### src/upsdec_pkg.sv
// shared types and constants for the ups status frame decoder
package upsdec_pkg;

	localparam int FRAME_BYTES = 14;
	localparam int POS_W       = $clog2(FRAME_BYTES);

	typedef logic [POS_W-1:0] pos_t;

	// byte positions inside the reply frame
	localparam pos_t IDX_START    = pos_t'(0);
	localparam pos_t IDX_IN_VOLT  = pos_t'(1);
	localparam pos_t IDX_OUT_VOLT = pos_t'(2);
	localparam pos_t IDX_LOAD     = pos_t'(3);
	localparam pos_t IDX_CHARGE   = pos_t'(5);
	localparam pos_t IDX_TEMP     = pos_t'(6);
	localparam pos_t IDX_FREQ     = pos_t'(7);
	localparam pos_t IDX_FLAG0    = pos_t'(9);
	localparam pos_t IDX_FLAG1    = pos_t'(10);
	localparam pos_t IDX_FLAG2    = pos_t'(11);
	localparam pos_t IDX_FLAG3    = pos_t'(12);
	localparam pos_t IDX_LAST     = pos_t'(FRAME_BYTES - 1);

	// frequency divider: quotient, divisor and counter widths, numerator and offset of the op formula
	localparam int QUO_W    = 12;
	localparam int DVS_W    = 9;
	localparam int CNT_W    = $clog2(QUO_W + 1);
	localparam int FREQ_NUM = 126000;
	localparam int FREQ_OFS = 32;

	typedef struct packed {
		logic wr_en;
		pos_t wr_idx;
		logic div_init;
		logic div_step;
		logic load;
	} cmd_t;

	typedef struct packed {
		logic div_done;
	} dp_stat_t;

endpackage

### src/upsdec_rx_if.sv
// byte input channel
interface upsdec_rx_if;
	logic       valid;
	logic       ready;
	logic [7:0] rx_byte;
	logic       frame_start;

	modport source (output valid, output rx_byte, output frame_start, input ready);
	modport sink (input valid, input rx_byte, input frame_start, output ready);
endinterface

### src/upsdec_res_if.sv
// decoded result channel
interface upsdec_res_if;
	logic        valid;
	logic        ready;
	logic        frame_ok;
	logic [7:0]  input_voltage;
	logic [7:0]  output_voltage;
	logic [8:0]  load_percent;
	logic [7:0]  battery_charge;
	logic [11:0] temperature_tenths;
	logic [11:0] frequency_tenths;
	logic [6:0]  status_bits;

	modport source (output valid, output frame_ok, output input_voltage,
		output output_voltage, output load_percent, output battery_charge,
		output temperature_tenths, output frequency_tenths, output status_bits,
		input ready);
	modport sink (input valid, input frame_ok, input input_voltage,
		input output_voltage, input load_percent, input battery_charge,
		input temperature_tenths, input frequency_tenths, input status_bits,
		output ready);
endinterface

### src/upsdec_cfg_if.sv
// configuration write channel
interface upsdec_cfg_if;
	logic valid;
	logic ready;
	logic series_mode;

	modport source (output valid, output series_mode, input ready);
	modport sink (input valid, input series_mode, output ready);
endinterface

### src/upsdec_dp.sv
// datapath: frame byte registers, scaling pipeline, frequency divider, result register
module upsdec_dp (
	input  logic                 clk,
	input  logic                 arst_n,
	input  upsdec_pkg::cmd_t     cmd,
	output upsdec_pkg::dp_stat_t status,
	input  logic [7:0]           rx_byte,
	input  logic                 cfg_wr,
	input  logic                 cfg_mode,
	output logic                 frame_ok,
	output logic [7:0]           input_voltage,
	output logic [7:0]           output_voltage,
	output logic [8:0]           load_percent,
	output logic [7:0]           battery_charge,
	output logic [11:0]          temperature_tenths,
	output logic [11:0]          frequency_tenths,
	output logic [6:0]           status_bits
);

	localparam int VOLT_RECIP = 56987;   // floor(20 * 2^16 / 23)
	localparam int VOLT_MIN   = 27;
	localparam int VOLT_OFS   = 6;
	localparam int CHG_HI     = 185;
	localparam int CHG_LO     = 160;
	localparam int CHG_FULL   = 100;
	localparam int CHG_SCALE  = 10000;
	localparam int TEMP_BASE  = 100;
	localparam int DVS_W      = upsdec_pkg::DVS_W;
	localparam logic [7:0] FLAG_BEEP    = 8'h01;
	localparam logic [7:0] FLAG_ON_BATT = 8'h80;
	localparam logic [7:0] FLAG_LOW_BAT = 8'h40;
	localparam logic [7:0] FLAG_TEST    = 8'h04;
	localparam logic [7:0] FLAG_NO_AVR  = 8'h84;

	logic series_mode_q;
	logic [7:0] iv_q, ov_q, ld_q, ch_q, tp_q, fq_q, f0_q, f1_q, f2_q, f3_q;

	// pipeline registers, free running over the held frame bytes
	logic [7:0]  iv_est_s1, ov_est_s1;
	logic [15:0] tsq_s1;
	logic [9:0]  dsq_s1;
	logic        boost_s1, trim_s1;
	logic [7:0]  iv_op_s2, ov_op_s2, chg_op_s2;
	logic [11:0] temp_op_s2;

	// divider
	logic [DVS_W-1:0]             rem_q, dvs_q;
	logic [upsdec_pkg::QUO_W-1:0] quot_q, lo_q;
	logic [upsdec_pkg::CNT_W-1:0] cnt_q;

	logic [23:0] iv_prod, ov_prod, chg_prod;
	logic [4:0]  chg_d;
	logic [19:0] tn;
	logic [9:0]  tq, tr;
	logic        tinc;
	logic [DVS_W:0] div_t, dvs_ext, two_r;
	logic        div_ge, finc;
	logic        frame_good, no_avr;
	logic [6:0]  st;

	function automatic logic [7:0] op_volt(input logic [7:0] raw, input logic [7:0] est);
		logic [12:0] rem;
		logic [7:0]  q;
		rem = 13'(raw) * 13'(20) - 13'(est) * 13'(23);
		q   = (rem >= 13'(23)) ? est + 8'd1 : est;
		return (raw < 8'(VOLT_MIN)) ? 8'd0 : q + 8'(VOLT_OFS);
	endfunction

	always_ff @(posedge clk or negedge arst_n) begin
		if (!arst_n) begin
			series_mode_q <= 1'b0;
		end else if (cfg_wr) begin
			series_mode_q <= cfg_mode;
		end
	end

	always_ff @(posedge clk) begin
		if (cmd.wr_en) begin
			unique case (cmd.wr_idx)
				upsdec_pkg::IDX_IN_VOLT:  iv_q <= rx_byte;
				upsdec_pkg::IDX_OUT_VOLT: ov_q <= rx_byte;
				upsdec_pkg::IDX_LOAD:     ld_q <= rx_byte;
				upsdec_pkg::IDX_CHARGE:   ch_q <= rx_byte;
				upsdec_pkg::IDX_TEMP:     tp_q <= rx_byte;
				upsdec_pkg::IDX_FREQ:     fq_q <= rx_byte;
				upsdec_pkg::IDX_FLAG0:    f0_q <= rx_byte;
				upsdec_pkg::IDX_FLAG1:    f1_q <= rx_byte;
				upsdec_pkg::IDX_FLAG2:    f2_q <= rx_byte;
				upsdec_pkg::IDX_FLAG3:    f3_q <= rx_byte;
				default: ;
			endcase
		end
	end

	// stage 1: reciprocal estimates, squares and boost/trim compares
	assign iv_prod = 24'(iv_q) * 24'(VOLT_RECIP);
	assign ov_prod = 24'(ov_q) * 24'(VOLT_RECIP);
	assign chg_d   = 5'(ch_q - 8'(CHG_LO));

	always_ff @(posedge clk) begin
		iv_est_s1 <= iv_prod[23:16];
		ov_est_s1 <= ov_prod[23:16];
		tsq_s1    <= 16'(tp_q) * 16'(tp_q);
		dsq_s1    <= 10'(chg_d) * 10'(chg_d);
		boost_s1  <= ({1'b0, iv_q, 1'b0} > {2'b00, ov_q})
			&& (15'(iv_q) * 15'(100) < 15'(ov_q) * 15'(98));
		trim_s1   <= ({1'b0, ov_q, 1'b0} > {2'b00, iv_q})
			&& (15'(ov_q) * 15'(100) < 15'(iv_q) * 15'(98));
	end

	// stage 2: corrections, scaling and rounding
	assign tn       = 20'(tsq_s1) * 20'(10);
	assign tq       = tn[19:10];
	assign tr       = tn[9:0];
	assign tinc     = (tr > 10'd512) || ((tr == 10'd512) && tq[0]);
	assign chg_prod = 24'(dsq_s1) * 24'(CHG_SCALE);

	always_ff @(posedge clk) begin
		iv_op_s2   <= op_volt(iv_q, iv_est_s1);
		ov_op_s2   <= op_volt(ov_q, ov_est_s1);
		temp_op_s2 <= 12'(tq) + 12'(tinc) + 12'(TEMP_BASE);
		if (ch_q > 8'(CHG_HI)) begin
			chg_op_s2 <= 8'(CHG_FULL);
		end else if (ch_q < 8'(CHG_LO)) begin
			chg_op_s2 <= 8'd0;
		end else begin
			chg_op_s2 <= chg_prod[23:16];
		end
	end

	// restoring divider, one quotient bit per step
	assign dvs_ext = {1'b0, dvs_q};
	assign div_t   = {rem_q, lo_q[upsdec_pkg::QUO_W-1]};
	assign div_ge  = (div_t >= dvs_ext);

	always_ff @(posedge clk or negedge arst_n) begin
		if (!arst_n) begin
			cnt_q <= '0;
		end else if (cmd.div_init) begin
			cnt_q <= upsdec_pkg::CNT_W'(upsdec_pkg::QUO_W);
		end else if (cmd.div_step && (cnt_q != '0)) begin
			cnt_q <= cnt_q - upsdec_pkg::CNT_W'(1);
		end
	end

	always_ff @(posedge clk) begin
		if (cmd.div_init) begin
			rem_q  <= DVS_W'(upsdec_pkg::FREQ_NUM >> upsdec_pkg::QUO_W);
			lo_q   <= upsdec_pkg::QUO_W'(upsdec_pkg::FREQ_NUM);
			dvs_q  <= DVS_W'(fq_q) + DVS_W'(upsdec_pkg::FREQ_OFS);
			quot_q <= '0;
		end else if (cmd.div_step && (cnt_q != '0)) begin
			rem_q  <= div_ge ? DVS_W'(div_t - dvs_ext) : DVS_W'(div_t);
			lo_q   <= {lo_q[upsdec_pkg::QUO_W-2:0], 1'b0};
			quot_q <= {quot_q[upsdec_pkg::QUO_W-2:0], div_ge};
		end
	end

	assign status.div_done = (cnt_q == '0);

	// round half to even on the final remainder
	assign two_r = {rem_q, 1'b0};
	assign finc  = (two_r > dvs_ext) || ((two_r == dvs_ext) && quot_q[0]);

	assign frame_good = ((9'(f0_q) + 9'(f1_q)) == 9'd255) && ((9'(f2_q) + 9'(f3_q)) == 9'd255);
	assign no_avr     = ((f0_q & FLAG_NO_AVR) == 8'h00);

	always_comb begin
		st    = '0;
		st[0] = |(f0_q & FLAG_BEEP);
		st[1] = |(f0_q & FLAG_ON_BATT);
		st[2] = |(f0_q & FLAG_LOW_BAT);
		st[3] = no_avr && boost_s1;
		st[4] = no_avr && trim_s1;
		st[5] = |(f0_q & FLAG_TEST);
		st[6] = (f0_q == 8'h00);
	end

	always_ff @(posedge clk) begin
		if (cmd.load) begin
			if (!frame_good) begin
				frame_ok           <= 1'b0;
				input_voltage      <= '0;
				output_voltage     <= '0;
				load_percent       <= '0;
				battery_charge     <= '0;
				temperature_tenths <= '0;
				frequency_tenths   <= '0;
				status_bits        <= '0;
			end else if (series_mode_q) begin
				frame_ok           <= 1'b1;
				input_voltage      <= iv_op_s2;
				output_voltage     <= ov_op_s2;
				load_percent       <= {ld_q, 1'b0};
				battery_charge     <= chg_op_s2;
				temperature_tenths <= temp_op_s2;
				frequency_tenths   <= quot_q + 12'(finc);
				status_bits        <= st;
			end else begin
				frame_ok           <= 1'b1;
				input_voltage      <= iv_q;
				output_voltage     <= ov_q;
				load_percent       <= {1'b0, ld_q};
				battery_charge     <= ch_q;
				temperature_tenths <= 12'(tp_q) * 12'(10);
				frequency_tenths   <= {2'b00, fq_q, 2'b00};
				status_bits        <= st;
			end
		end
	end

endmodule

### src/upsdec_ctrl.sv
// controller: byte position, decode sequencing and result valid
module upsdec_ctrl (
	input  logic                 clk,
	input  logic                 arst_n,
	input  logic                 in_valid,
	input  logic                 in_frame_start,
	output logic                 in_ready,
	output logic                 out_valid,
	input  logic                 out_ready,
	output upsdec_pkg::cmd_t     cmd,
	input  upsdec_pkg::dp_stat_t status
);

	typedef enum logic {
		S_IDLE,
		S_BUSY
	} state_t;

	state_t             state_q;
	upsdec_pkg::pos_t   pos_q;
	logic               out_valid_q;
	logic               in_acc, out_free;

	assign in_ready  = (state_q == S_IDLE);
	assign in_acc    = in_valid && in_ready;
	assign out_free  = !out_valid_q || out_ready;
	assign out_valid = out_valid_q;

	always_comb begin
		cmd          = '0;
		cmd.wr_en    = in_acc && (in_frame_start || (pos_q != upsdec_pkg::IDX_START));
		cmd.wr_idx   = in_frame_start ? upsdec_pkg::IDX_START : pos_q;
		cmd.div_init = cmd.wr_en && (cmd.wr_idx == upsdec_pkg::IDX_LAST);
		cmd.div_step = (state_q == S_BUSY) && !status.div_done;
		cmd.load     = (state_q == S_BUSY) && status.div_done && out_free;
	end

	always_ff @(posedge clk or negedge arst_n) begin
		if (!arst_n) begin
			state_q     <= S_IDLE;
			pos_q       <= upsdec_pkg::IDX_START;
			out_valid_q <= 1'b0;
		end else begin
			if (cmd.load) begin
				out_valid_q <= 1'b1;
			end else if (out_ready) begin
				out_valid_q <= 1'b0;
			end

			unique case (state_q)
				S_IDLE: begin
					if (cmd.div_init) begin
						pos_q   <= upsdec_pkg::IDX_START;
						state_q <= S_BUSY;
					end else if (cmd.wr_en) begin
						pos_q <= cmd.wr_idx + upsdec_pkg::pos_t'(1);
					end
				end
				S_BUSY: begin
					if (cmd.load) begin
						state_q <= S_IDLE;
					end
				end
				default: state_q <= S_IDLE;
			endcase
		end
	end

endmodule

### src/ups_status_frame_decoder.sv
// top level of the ups status frame decoder
// bytes 0..12 of a frame: one request per cycle while the block is idle, no result
// last byte: starts the decode, input held off until its result is loaded
// the decode runs the 12 step frequency divider, then loads the result once the output register is free
// a finished result waits in the output register while the next frame streams in
// reset clears byte position, sequencer, result valid and series mode; byte store unset
module ups_status_frame_decoder (
	input  logic          clk,
	input  logic          arst_n,
	upsdec_rx_if.sink     rx,
	upsdec_res_if.source  res,
	upsdec_cfg_if.sink    cfg
);

	upsdec_pkg::cmd_t     cmd;
	upsdec_pkg::dp_stat_t status;

	// config register always takes the write
	assign cfg.ready = 1'b1;

	// sequencer: tracks position in the frame and runs the decode
	upsdec_ctrl u_ctrl (
		.clk            (clk),
		.arst_n         (arst_n),
		.in_valid       (rx.valid),
		.in_frame_start (rx.frame_start),
		.in_ready       (rx.ready),
		.out_valid      (res.valid),
		.out_ready      (res.ready),
		.cmd            (cmd),
		.status         (status)
	);

	// datapath: byte registers, scaling pipeline, divider and result register
	upsdec_dp u_dp (
		.clk                (clk),
		.arst_n             (arst_n),
		.cmd                (cmd),
		.status             (status),
		.rx_byte            (rx.rx_byte),
		.cfg_wr             (cfg.valid),
		.cfg_mode           (cfg.series_mode),
		.frame_ok           (res.frame_ok),
		.input_voltage      (res.input_voltage),
		.output_voltage     (res.output_voltage),
		.load_percent       (res.load_percent),
		.battery_charge     (res.battery_charge),
		.temperature_tenths (res.temperature_tenths),
		.frequency_tenths   (res.frequency_tenths),
		.status_bits        (res.status_bits)
	);

	// a new result never overwrites one still waiting
	assert property (@(posedge clk) disable iff (!arst_n)
		cmd.load |-> (!res.valid || res.ready))
		else $error("result register overwritten");

	// after the last byte the input is held off for the decode
	assert property (@(posedge clk) disable iff (!arst_n)
		cmd.div_init |=> !rx.ready)
		else $error("input open during decode");

	// a failed checksum gives an all zero result
	assert property (@(posedge clk) disable iff (!arst_n)
		(res.valid && !res.frame_ok) |-> (res.input_voltage == 8'd0
			&& res.frequency_tenths == 12'd0 && res.status_bits == 7'd0))
		else $error("failed frame with nonzero fields");

	// scaled values stay within their ranges
	assert property (@(posedge clk) disable iff (!arst_n)
		res.valid |-> (res.frequency_tenths <= 12'd3938
			&& res.temperature_tenths <= 12'd2550))
		else $error("result out of range");

endmodule

### src/flat_wrapper.sv
// flat-port wrapper written by rule: the top's interface ports become plain ports
module ups_status_frame_decoder_flat 
  (clk, arst_n, rx_valid, rx_rx_byte, rx_frame_start, rx_ready, res_valid, res_frame_ok, res_input_voltage, res_output_voltage, res_load_percent, res_battery_charge, res_temperature_tenths, res_frequency_tenths, res_status_bits, res_ready, cfg_valid, cfg_series_mode, cfg_ready);
  upsdec_rx_if rx_i ();
  upsdec_res_if res_i ();
  upsdec_cfg_if cfg_i ();
  input  logic clk;
  input  logic arst_n;
  input wire logic [$bits(rx_i.valid)-1:0] rx_valid;
  input wire logic [$bits(rx_i.rx_byte)-1:0] rx_rx_byte;
  input wire logic [$bits(rx_i.frame_start)-1:0] rx_frame_start;
  output wire logic [$bits(rx_i.ready)-1:0] rx_ready;
  output wire logic [$bits(res_i.valid)-1:0] res_valid;
  output wire logic [$bits(res_i.frame_ok)-1:0] res_frame_ok;
  output wire logic [$bits(res_i.input_voltage)-1:0] res_input_voltage;
  output wire logic [$bits(res_i.output_voltage)-1:0] res_output_voltage;
  output wire logic [$bits(res_i.load_percent)-1:0] res_load_percent;
  output wire logic [$bits(res_i.battery_charge)-1:0] res_battery_charge;
  output wire logic [$bits(res_i.temperature_tenths)-1:0] res_temperature_tenths;
  output wire logic [$bits(res_i.frequency_tenths)-1:0] res_frequency_tenths;
  output wire logic [$bits(res_i.status_bits)-1:0] res_status_bits;
  input wire logic [$bits(res_i.ready)-1:0] res_ready;
  input wire logic [$bits(cfg_i.valid)-1:0] cfg_valid;
  input wire logic [$bits(cfg_i.series_mode)-1:0] cfg_series_mode;
  output wire logic [$bits(cfg_i.ready)-1:0] cfg_ready;
  assign rx_i.valid = rx_valid;
  assign rx_i.rx_byte = rx_rx_byte;
  assign rx_i.frame_start = rx_frame_start;
  assign rx_ready = rx_i.ready;
  assign res_valid = res_i.valid;
  assign res_frame_ok = res_i.frame_ok;
  assign res_input_voltage = res_i.input_voltage;
  assign res_output_voltage = res_i.output_voltage;
  assign res_load_percent = res_i.load_percent;
  assign res_battery_charge = res_i.battery_charge;
  assign res_temperature_tenths = res_i.temperature_tenths;
  assign res_frequency_tenths = res_i.frequency_tenths;
  assign res_status_bits = res_i.status_bits;
  assign res_i.ready = res_ready;
  assign cfg_i.valid = cfg_valid;
  assign cfg_i.series_mode = cfg_series_mode;
  assign cfg_ready = cfg_i.ready;
  ups_status_frame_decoder u_core (.clk(clk), .arst_n(arst_n), .rx(rx_i), .res(res_i), .cfg(cfg_i));
endmodule
### config.mk
export PLATFORM = sky130hd
export DESIGN_NAME = ups_status_frame_decoder_flat
export DESIGN_NICKNAME = d
export VERILOG_FILES = /design/src/upsdec_pkg.sv /design/src/upsdec_rx_if.sv /design/src/upsdec_res_if.sv /design/src/upsdec_cfg_if.sv /design/src/upsdec_dp.sv /design/src/upsdec_ctrl.sv /design/src/ups_status_frame_decoder.sv /design/src/flat_wrapper.sv
export SDC_FILE = /design/constraint.sdc
export NUM_CORES = 1
export LEC_CHECK = 0
export BUFFER_PORTS_ARGS = -buffer_cell sky130_fd_sc_hd__buf_2
export CAP_MARGIN = 25
export CORE_ASPECT_RATIO = 0.6
export CORE_MARGIN = 4
export CORE_UTILIZATION = 69
export CTS_CLUSTER_SIZE = 20
export DETAILED_ROUTE_END_ITERATION = 7
export GPL_TIMING_DRIVEN = 0
export PLACE_DENSITY = 0.87
export SLEW_MARGIN = 20
export SYNTH_ARGS = -nofsm -noshare
export SYNTH_HDL_FRONTEND = slang
export SYNTH_SLANG_ARGS = --single-unit
### constraint.sdc
create_clock -name clk -period 14.8 [get_ports clk]
set_input_delay 0.74 -clock clk [delete_from_list [all_inputs] [get_ports clk]]
set_output_delay 0.74 -clock clk [all_outputs]
set_load 0.03 [all_outputs]
-- After elaboration in Yosys (flattened, before gate mapping)
Cells that the tools add are included.
- add/subtract/negate cells: 16
- $lt $le $gt $ge: 13
- muxes and demuxes: 21
- eq/ne operators: 15
- reduce and logical (&&, ||, !) cells: 42
- bitwise operators: 2
- $mul: 15
- operators by type and width (operator ; count):
    multiplier 8 x 5 -> 13 bit, second input constant ; 4
    multiplier 8 x 16 -> 24 bit, second input constant ; 2
    2-to-1 mux 8 bit ; 6
    multiplier 8 x 3 -> 11 bit, second input constant ; 3
    < comparator 15 bit ; 2
    multiplier 8 x 6 -> 14 bit, second input constant ; 2
    greater-or-equal comparator 13 x 5 -> 1 bit, second input constant ; 2
    subtractor 13 bit ; 2
    AND reduction 2 bit ; 12
    equality test 4 bit, second input constant ; 5
    multiplier 10 x 10 -> 20 bit, second input constant ; 1
    2-to-1 mux 4 bit ; 5
    multiplier 16 x 3 -> 19 bit, second input constant ; 1
    adder 8 x 8 -> 9 bit ; 2
    equality test 9 x 8 -> 1 bit, second input constant ; 2
    greater-than comparator 9 x 8 -> 1 bit ; 2
    adder 8 x 1 -> 8 bit, second input constant ; 2
    adder 8 x 3 -> 8 bit, second input constant ; 2
    zero test 8 bit ; 2
    < comparator 8 x 5 -> 1 bit, second input constant ; 2
    multiplier 8 x 8 -> 16 bit ; 1
    logical AND 1 bit ; 14
    adder 11 x 7 -> 12 bit, second input constant ; 1
    adder 12 x 1 -> 12 bit ; 1
    other kinds (30) ; 46
- flip-flop bits (word level): 274
- word-level logic and storage cells: 166

-- Depth between registers and ports, before layout
- depth in word-level cells: 6
- gate-level depth with buffers: 27
- gate-level depth less buffers: 27

-- Modules after synthesis
From an unflattened synthesis, not the netlist that was laid out.
- cell total of the unflattened synthesis: 2481
- area, all modules: 25217.9 um^2
- modules (own cells, without submodules) (module ; sequential area each (um^2) ; cells an instance ; area each (um^2) ; times used):
    upsdec_dp ; 6871.6 ; 2435 ; 24820.1 ; 1
    upsdec_ctrl ; 150.1 ; 44 ; 386.6 ; 1
    ups_status_frame_decoder ; 0.0 ; 2 ; 11.3 ; 1

-- Worst setup path before layout
OpenSTA, ideal clock, no wires.
- path kind: reg2reg
- start point: register u_core.u_dp.ov_q[4]
- end point: register u_core.u_dp.ov_op_s2[7]
- required time: 14.728 ns
- setup slack: 8.919 ns
- buffers on the path: 0
- setup time: 0.072 ns
- cell stages (with the launch flop): 25
- arrival: 5.809 ns
- cell sequence: edfxtp_1 ha_1 xor2_1 ha_1 a21oi_1 xnor2_1 fa_1 fa_1 inv_1 fa_1 ha_1 a21o_1 a21oi_1 nor3_1 nor4b_1 nand4_1 nor3_2 nand2_1 nand2_1 xnor2_1 ha_1 nor2_1 mux2i_1 nor4_1 mux2i_1
- cells in the longest elaborated chain, start to end: 5
- elaborated cells on any way between the ends: 6
- those cells by class: 2 x add/sub; 1 x mul; 2 x order compare; 1 x mux
- RTL lines (what ; line ; text):
    from (decl) ; upsdec_dp.sv:36 ; logic [7:0] iv_q, ov_q, ld_q, ch_q, tp_q, fq_q, f0_q, f1_q, f2_q, f3_q;
    from (signal assigned) ; upsdec_dp.sv:81 ; upsdec_pkg::IDX_OUT_VOLT: ov_q <= rx_byte;
    multiplier 8 x 3 -> 11 bit ; upsdec_dp.sv:64 ; rem = 13'(raw) * 13'(20) - 13'(est) * 13'(23);
    subtractor 13 bit ; upsdec_dp.sv:64 ;
    greater-or-equal comparator 13 x 5 -> 1 bit ; upsdec_dp.sv:65 ; q = (rem >= 13'(23)) ? est + 8'd1 : est;
    2-to-1 mux 8 bit ; upsdec_dp.sv:65 ;
    adder 8 x 3 -> 8 bit ; upsdec_dp.sv:66 ; return (raw < 8'(VOLT_MIN)) ? 8'd0 : q + 8'(VOLT_OFS);
    to (signal assigned) ; upsdec_dp.sv:120 ; ov_op_s2 <= op_volt(ov_q, ov_est_s1);
    to (decl) ; upsdec_dp.sv:43 ; logic [7:0] iv_op_s2, ov_op_s2, chg_op_s2;
Several ways; a longest one is shown, not always the timed one.
A chain may end at the register's enable or synchronous reset.

-- Final worst setup path
- start point: register u_core.u_dp.iv_q[4]
- end point: register u_core.u_dp.iv_op_s2[5]
- cells in the longest elaborated chain, start to end: 5
- elaborated cells on any way between the ends: 6
- those cells by class: 2 x add/sub; 1 x mul; 2 x order compare; 1 x mux
- RTL lines (what ; line ; text):
    from (decl) ; upsdec_dp.sv:36 ;
    from (signal assigned) ; upsdec_dp.sv:80 ; upsdec_pkg::IDX_IN_VOLT: iv_q <= rx_byte;
    multiplier 8 x 3 -> 11 bit ; upsdec_dp.sv:64 ;
    subtractor 13 bit ; upsdec_dp.sv:64 ;
    greater-or-equal comparator 13 x 5 -> 1 bit ; upsdec_dp.sv:65 ;
    2-to-1 mux 8 bit ; upsdec_dp.sv:65 ;
    adder 8 x 3 -> 8 bit ; upsdec_dp.sv:66 ;
    to (signal assigned) ; upsdec_dp.sv:119 ; iv_op_s2 <= op_volt(iv_q, iv_est_s1);
    to (decl) ; upsdec_dp.sv:43 ;
Several ways; a longest one is shown, not always the timed one.

==> flow_summary.ini <==
[route]
viasPerCell = 6.06
vias = 18500
ant_nets = 0
drc = 0
firstDrtPassIters = 6
wire_per_inst_um = 19.7
drt-initial-drc-count = 1855
drt_wl_total_mm = 60.0

[synth]
synth_cells = 2442
synth_warnings = 0
synth_edf_count = 154
synth-seq-cells = 271
syn_avg_cell_area_um2 = 10.2
synth_ff_type = edfxtp_1
syn_area_mm2 = 0.0249
ys_seq_area_share_pct = 28.2
synth_cell_types = 86
async_reset_ff_share_pct = 4.06

[grt]
track_usage_pct = 31.1
grt_pass1_wl_mm = 98.9
first_global_vias = 19300
antenna_found_initial = 1
grt-ovfl-total = 0
grt_start_max_net_pins = 25

[sta]
worst_pin_slew_ns = 1.07
fmax_mhz = 139
maxSlewHeadroom_pct = 28.6
finalCriticalPeriod_ns = 7.20
finalHoldViolCount = 0
rsz0062_at_grt = false
fin_tns_setup_ns = 0
finalMaxSlewViolations = 0
finClkSkew_ns = 0.0295
setup_viol = 0
fin_ws_ns = 7.60
timing.final.crit_share_pct = 48.6

[layout]
mostFrequentLayoutCell = ha_1
syn_to_final_growth_pct = 7.78
fin_nets = 3210
stdcell_area_mm2 = 0.0268
fillers = 2290
drive_gt1_share_pct = 6.51
final_core_util_pct = 76.1
final_cell_mix = ha_1, inv_1, fa_1

[min_path]
hold_path.class = in2async

[cts]
numCtsBuffers = 25
ctsLongestPathBuffers = 3
cts_hold_buf = 0
clkTransAtPathRegs_ns = 0.07
post_cts_resized = 0
tritoncts = done
cts_setup_buffers = 0
insertion_delay_ns = 0.57
h-tree-depth = 1
ctsRootBufferMaster = clkbuf_16
clock_sinks = 271

[worst_setup_path]
crit_type = reg2reg
cp_max_fo = 12
required_ns = 15.26
start_kind = register
r2r-start = u_core.u_dp.iv_q[4]
crit_start = u_core.u_dp.iv_q[4]
crit_arrival_ns = 7.66
setup.worst_path.end_class = register

[placement]
placed_area_mm2 = 0.0261
detailed_place_hpwl_mm = 46.4
gp_congestion = 0.928
port_buffers = 81
post-place-ws_ns = 7.97

[floorplanning]
fp-row-count = 53
die_w_um = 253
core-area_mm2 = 0.0353
initial_core_util_pct = 70.6
die_area_mm2 = 0.0393
io_pins = 83
die_h_um = 155

[run_status]
status = finished, final reports clean

[flow_run]
drv_cap = 0

[power]
power.density_mw_per_mm2 = 204
power_leakage_nw = 13.1
ir_drop_v = 0.000437
-- worst paths after layout --
kind                                                  end  slack, ns  cells after the start
worst max-delay path              u_core.u_dp.iv_op_s2[5]       7.60                     20
worst min-delay path                 u_core.u_dp.cnt_q[0]       0.04                      1
worst max register to register    u_core.u_dp.iv_op_s2[5]       7.60                     20
worst min register to register        u_core.u_dp.lo_q[5]       0.46                      2
max in group asynchronous          u_core.u_ctrl.pos_q[0]      14.52                      1
min in group clk                u_core.u_dp.series_mode_q       0.39                      2
-- state kept, by name, indices dropped and copies added (netlist names), 9 cells and up --
signal / count
u_core.u_dp.dsq_s1: 9
u_core.u_dp.dvs_q: 9
u_core.u_dp.frequency_tenths: 12
u_core.u_dp.load_percent: 9
u_core.u_dp.quot_q: 12
u_core.u_dp.rem_q: 9
u_core.u_dp.temp_op_s2: 11
u_core.u_dp.temperature_tenths: 12
u_core.u_dp.tsq_s1: 15
-- kinds of logic (layout without fill, tap and decap cells) --
kind of cell | Yosys count | after routing | share of synthesized area, %
buffers and inverters | 423 | 558 | 6.42
and+or+nand+nor | 481 | 481 | 9.35
adders and majority gates | 637 | 637 | 37.1
DFF | 271 | 271 | 28.2
muxes | 47 | 47 | 1.89
AOI/OAI and AO/OA | 411 | 411 | 10.9
other | 2 | 5 | 0.0302
xor gates and xnor gates | 170 | 170 | 6.07
-- worst max-delay path: stages (launching register included) --
cell	delay (ns)
edfxtp_1	0.80
ha_1	0.49
xor2_1	0.22
ha_1	0.23
a21oi_1	0.22
xnor2_1	0.17
fa_1	0.48
fa_1	0.55
inv_1	0.05
fa_1	0.46
ha_1	0.36
a21o_1	0.22
and2_1	0.16
a2111oi_0	0.55
nand4_1	0.32
nor4_4	0.49
buf_6	0.22
mux2i_1	0.40
ha_1	0.29
inv_1	0.11
a211oi_1	0.29
-- area by class of cell --
class	instances	area, µm²	share of cell area (%)
Antenna cell	1	2.50	0.00932
Buffer	28	116	0.434
Clock buffer	33	666	2.48
Clock inverter	13	118	0.438
Inverter	395	1480	5.52
Multi-Input combinational cell	1750	16300	60.9
Sequential cell	271	7020	26.2
Tap cell	467	584	2.18
Timing Repair Buffer	89	515	1.92
-- metrics by stage --
| step | power [mW] | std cells | hold slack [ns] |
|---|---|---|---|
| finish | 5.47 | 3047 | 0.0354 |
| global route | 5.98 | 3047 | 0.0444 |
| floorplan | 3.94 | 2444 | 0.415 |
| CTS | 5.40 | 3046 | 0.0353 |
| detailed placement | 4.72 | 3000 | 0.440 |
| global placement | 4.49 | 2992 | 0.428 |
-- routing by layer --
layer / routed length, µm / global-route usage, % / part of all wire, % / vias to the layer above
met5: 0 / 0 / 0 / -
met4: 1710 / 8.19 / 2.9 / 0
met3: 5010 / 5.60 / 8.4 / 146
met2: 27200 / 50.3 / 45 / 849
met1: 26100 / 43.8 / 43 / 8903
li1: - / - / - / 8567
-- cells in the mapped netlist (all sizes together), types with 29 or more instances --
| master | number | area [µm²] |
|---|---|---|
| o21ai | 82 | 410 |
| nor3 | 30 | 155 |
| ha | 466 | 5830 |
| and2 | 30 | 188 |
| a21o | 68 | 512 |
| fa | 169 | 3380 |
| nor2 | 151 | 567 |
| dfxtp | 106 | 2120 |
| xnor2 | 117 | 1030 |
| inv | 395 | 1480 |
| nand2 | 118 | 443 |
| edfxtp | 154 | 4620 |
| xor2 | 53 | 479 |
| mux2i | 46 | 460 |
| a21oi | 112 | 564 |
| o21bai | 29 | 221 |
-- report_power, final --
group	internal, mW	switching [mW]	leakage (nW)
Combinational	1.63	2.25	10.4
Sequential	0.858	0.0927	2.38
Clock	0.328	0.313	0.376
No activity file was read; power rests on OpenSTA's default activity.
